<file path="src/rtl/core/sef_pkg.sv">
// Shared types and constants of the Sobel edge filter.
package sef_pkg;

  localparam int PIX_W      = 8;
  localparam int FW_W       = 11;
  localparam int FH_W       = 12;
  localparam int CFG_DATA_W = 12;
  localparam int CFG_IDX_W  = 1;
  localparam int SUM_W      = 12;

  localparam logic [CFG_IDX_W-1:0] REG_FRAME_WIDTH  = 1'b0;
  localparam logic [CFG_IDX_W-1:0] REG_FRAME_HEIGHT = 1'b1;

  localparam logic [FW_W-1:0] RST_FRAME_WIDTH  = 11'd64;
  localparam logic [FH_W-1:0] RST_FRAME_HEIGHT = 12'd64;

  localparam logic [PIX_W-1:0] PIX_MAX = 8'd255;

  typedef logic [PIX_W-1:0] pix_t;

  // Neighbors of one 3x3 window; pRC is row R, column C, top-left is origin.
  typedef struct packed {
    pix_t p00;
    pix_t p01;
    pix_t p02;
    pix_t p10;
    pix_t p12;
    pix_t p20;
    pix_t p21;
    pix_t p22;
  } win_t;

endpackage

</file>
<file path="src/rtl/core/sef_kernel.sv">
// Sobel gradient sum of one window, clamped to the pixel range.
module sef_kernel (
  input  sef_pkg::win_t win,
  output sef_pkg::pix_t edge_value
);
  import sef_pkg::*;

  logic signed [SUM_W-1:0] gx;
  logic signed [SUM_W-1:0] gy;
  logic signed [SUM_W-1:0] g;

  function automatic logic signed [SUM_W-1:0] ext(input pix_t p);
    ext = $signed({{(SUM_W-PIX_W){1'b0}}, p});
  endfunction

  always_comb begin
    gx = ext(win.p02) - ext(win.p00) + ((ext(win.p12) - ext(win.p10)) <<< 1)
       + ext(win.p22) - ext(win.p20);
    gy = ext(win.p00) + ext(win.p02) + ((ext(win.p01) - ext(win.p21)) <<< 1)
       - ext(win.p20) - ext(win.p22);
    g  = gx + gy;
    if (g < 0) begin
      edge_value = '0;
    end else if (g > ext(PIX_MAX)) begin
      edge_value = PIX_MAX;
    end else begin
      edge_value = g[PIX_W-1:0];
    end
  end

endmodule

</file>
<file path="config.mk">
export PLATFORM = sky130hd
export DESIGN_NAME = sef_kernel
export DESIGN_NICKNAME = d
export VERILOG_FILES = /design/src/rtl/core/sef_pkg.sv /design/src/rtl/core/sef_kernel.sv
export SDC_FILE = /design/constraint.sdc
export NUM_CORES = 1
export LEC_CHECK = 0
export ABC_AREA = 1
export BUFFER_PORTS_ARGS = -buffer_cell sky130_fd_sc_hd__buf_2
export CAP_MARGIN = 10
export CORE_AREA = 2 2 79 81
export DETAILED_ROUTE_END_ITERATION = 12
export DIE_AREA = 0 0 81 83
export MAX_ROUTING_LAYER = met4
export PLACE_DENSITY = 0.9
export SLEW_MARGIN = 20
export SYNTH_ARGS = -nofsm -noshare
export SYNTH_HDL_FRONTEND = slang
export SYNTH_SLANG_ARGS = --single-unit
</file>
<file path="constraint.sdc">
create_clock -name vclk -period 12.4
set_input_delay 0 -clock vclk [all_inputs]
set_output_delay 0 -clock vclk [all_outputs]
set_load 0.05 [all_outputs]
</file>
==> run metrics <==
Fmax=194 MHz; vias in the first global route=3101; DRC viols=0; Layout fillers=508; setup ws final=7.26 ns; hold path endpoint=edge_value[0]; ANT cells=0; hold_buf cts=0; RSZ-0062 raised after global routing=false; hold path depth=6; Row Count=28; Setup Buffers After CTS=0; WL final=7.02 mm; first drt pass iteration count=4; proportion of layout cells with a drive suffix above 1=15.3%; Mapped Area=3390 um^2; syn_nets=641; Worst setup EP type=primary output; Yosys top cell by area=fa_1; cell with the most instances after synthesis=inv_1; type of origin of the critical path=input pin; antenna violations before repair=0; Via density=4.93; synth top area cells=fa_1 (27%), ha_1 (23%), inv_1 (17%); post-synthesis sequential area ratio=0%; port bufs=72; Area Overhead vs Synth=12.8%; Final Util=65.8%; die span in x=81 um; via count=3016; pre-CTS setup slack=7.28 ns; minimum clock period=5.14 ns; final setup vio count=0; Sequential Area=0 um^2; Final Hold Fails=0; Die Ht=83 um; FF+latch count=0; Arrival @ worst endpoint=5.14 ns; max_cap viols=0; critical path class=in -> out; outcome=complete, no violations; hpwl dp=6.54 mm; fin crit share=41.5%; GPL Wtd Cong=0.955; Worst Hold Launch=win[17]; post_cts resized=0; area share of the largest cell type after synthesis=27.1%; Syn. warnings=0; combined global-route utilization of all metal layers=22.8%; # nets final=711; crit-path max FO=8; syn_area_per_cell=7.24 um^2; DR iter-0 viols=162; Worst slew margin=67.3%; setup TNS=0 ns; pin count of the biggest net entering global routing=9; HP Class=in -> out; Detail Route Antenna Nets=0; cells after synthesis=469; wire per inst=11.5 um; die area=6720 um^2; Critical Path RT=12.40 ns; Worst Max-Slew Pin Slew=0.491 ns; Netlist cell types=24; core box area=5820 um^2; Ports=72; GRT Residual Overflow=0; synth cell count leaders=inv_1 (153), ha_1 (62), nand2_1 (57); Slew Viols, Final=0; first-pass GRT wire length=12.2 mm; Clock buffer cells=0; initial core utilization=58.3%
-- how the worst max path moves through the flow --
stage,from,end,depth (start not counted)
5_1_grt,win[24],edge_value[3],27
3_3_place_gp,win[24],edge_value[7],27
4_1_cts,win[24],edge_value[3],27
6_report,win[24],edge_value[3],27
2_1_floorplan,win[24],edge_value[6],25
3_5_place_dp,win[24],edge_value[3],27
-- kinds of logic after synthesis --
group,Yosys count,synth area share (%)
buffers and inverters,157,17.5
AND/OR/NAND/NOR,120,15.5
AO/OA/AOI/OAI,48,7.74
adder cells (fa/ha/maj),108,50.0
XOR/XNOR,36,9.29
-- cell type report --
type,instances,area [um^2],share of cell area [%]
inverters,153,574,15.0
multi-input cells,312,2800,73.1
repair buffers,72,360,9.41
well taps,75,93.8,2.45
-- critical path: stages --
cell     delay (ns)
buf_2          0.07
inv_1          0.03
ha_1           0.25
fa_1           0.42
o21ai_1        0.28
nand2_1        0.10
nand2_1        0.07
a21oi_1        0.07
xor2_1         0.17
fa_1           0.46
fa_1           0.50
inv_1          0.06
fa_1           0.54
inv_1          0.06
fa_1           0.53
inv_1          0.04
ha_1           0.36
nand2_2        0.11
inv_1          0.04
a21oi_1        0.20
nand2_1        0.10
nand2_1        0.08
nand2_2        0.06
nand3_4        0.11
nor2_1         0.05
nor2_1         0.09
buf_2          0.27
-- cell usage in the layout (no fill, tap or decap), drive strengths merged --
cell,count
a21oi,30
or2,1
nor2,31
o21bai,3
fa,46
nand2,64
xnor2,6
a31oi,2
a21o,2
inv,153
buf,72
nand3,17
nor3,2
nand4,5
xor2,30
o21ai,11
ha,62
-- per-stage QoR --
stage          instances  hold WS (ns)  cell area [um^2]
5_1_grt              612         0.870              3830
4_1_cts              612         0.828              3830
2_1_floorplan        469         0.589              3390
3_3_place_gp         612         0.787              3830
6_report             612         0.833              3830
3_5_place_dp         612         0.821              3830
-- layer usage --
layer | wire length, um | track usage (%) | part of all wire [%] | vias to the layer above
met5 | 0 | - | 0 | -
met4 | 64 | 1.69 | 0.91 | 0
met3 | 271 | 0.109 | 3.9 | 6
met2 | 3760 | 44.8 | 54 | 84
met1 | 2930 | 26.4 | 42 | 1409
li1 | - | - | - | 1517
Power is left out: the tool's default activity adds up to more than one toggle a clock period on the data nets, which glitch-free logic cannot reach.
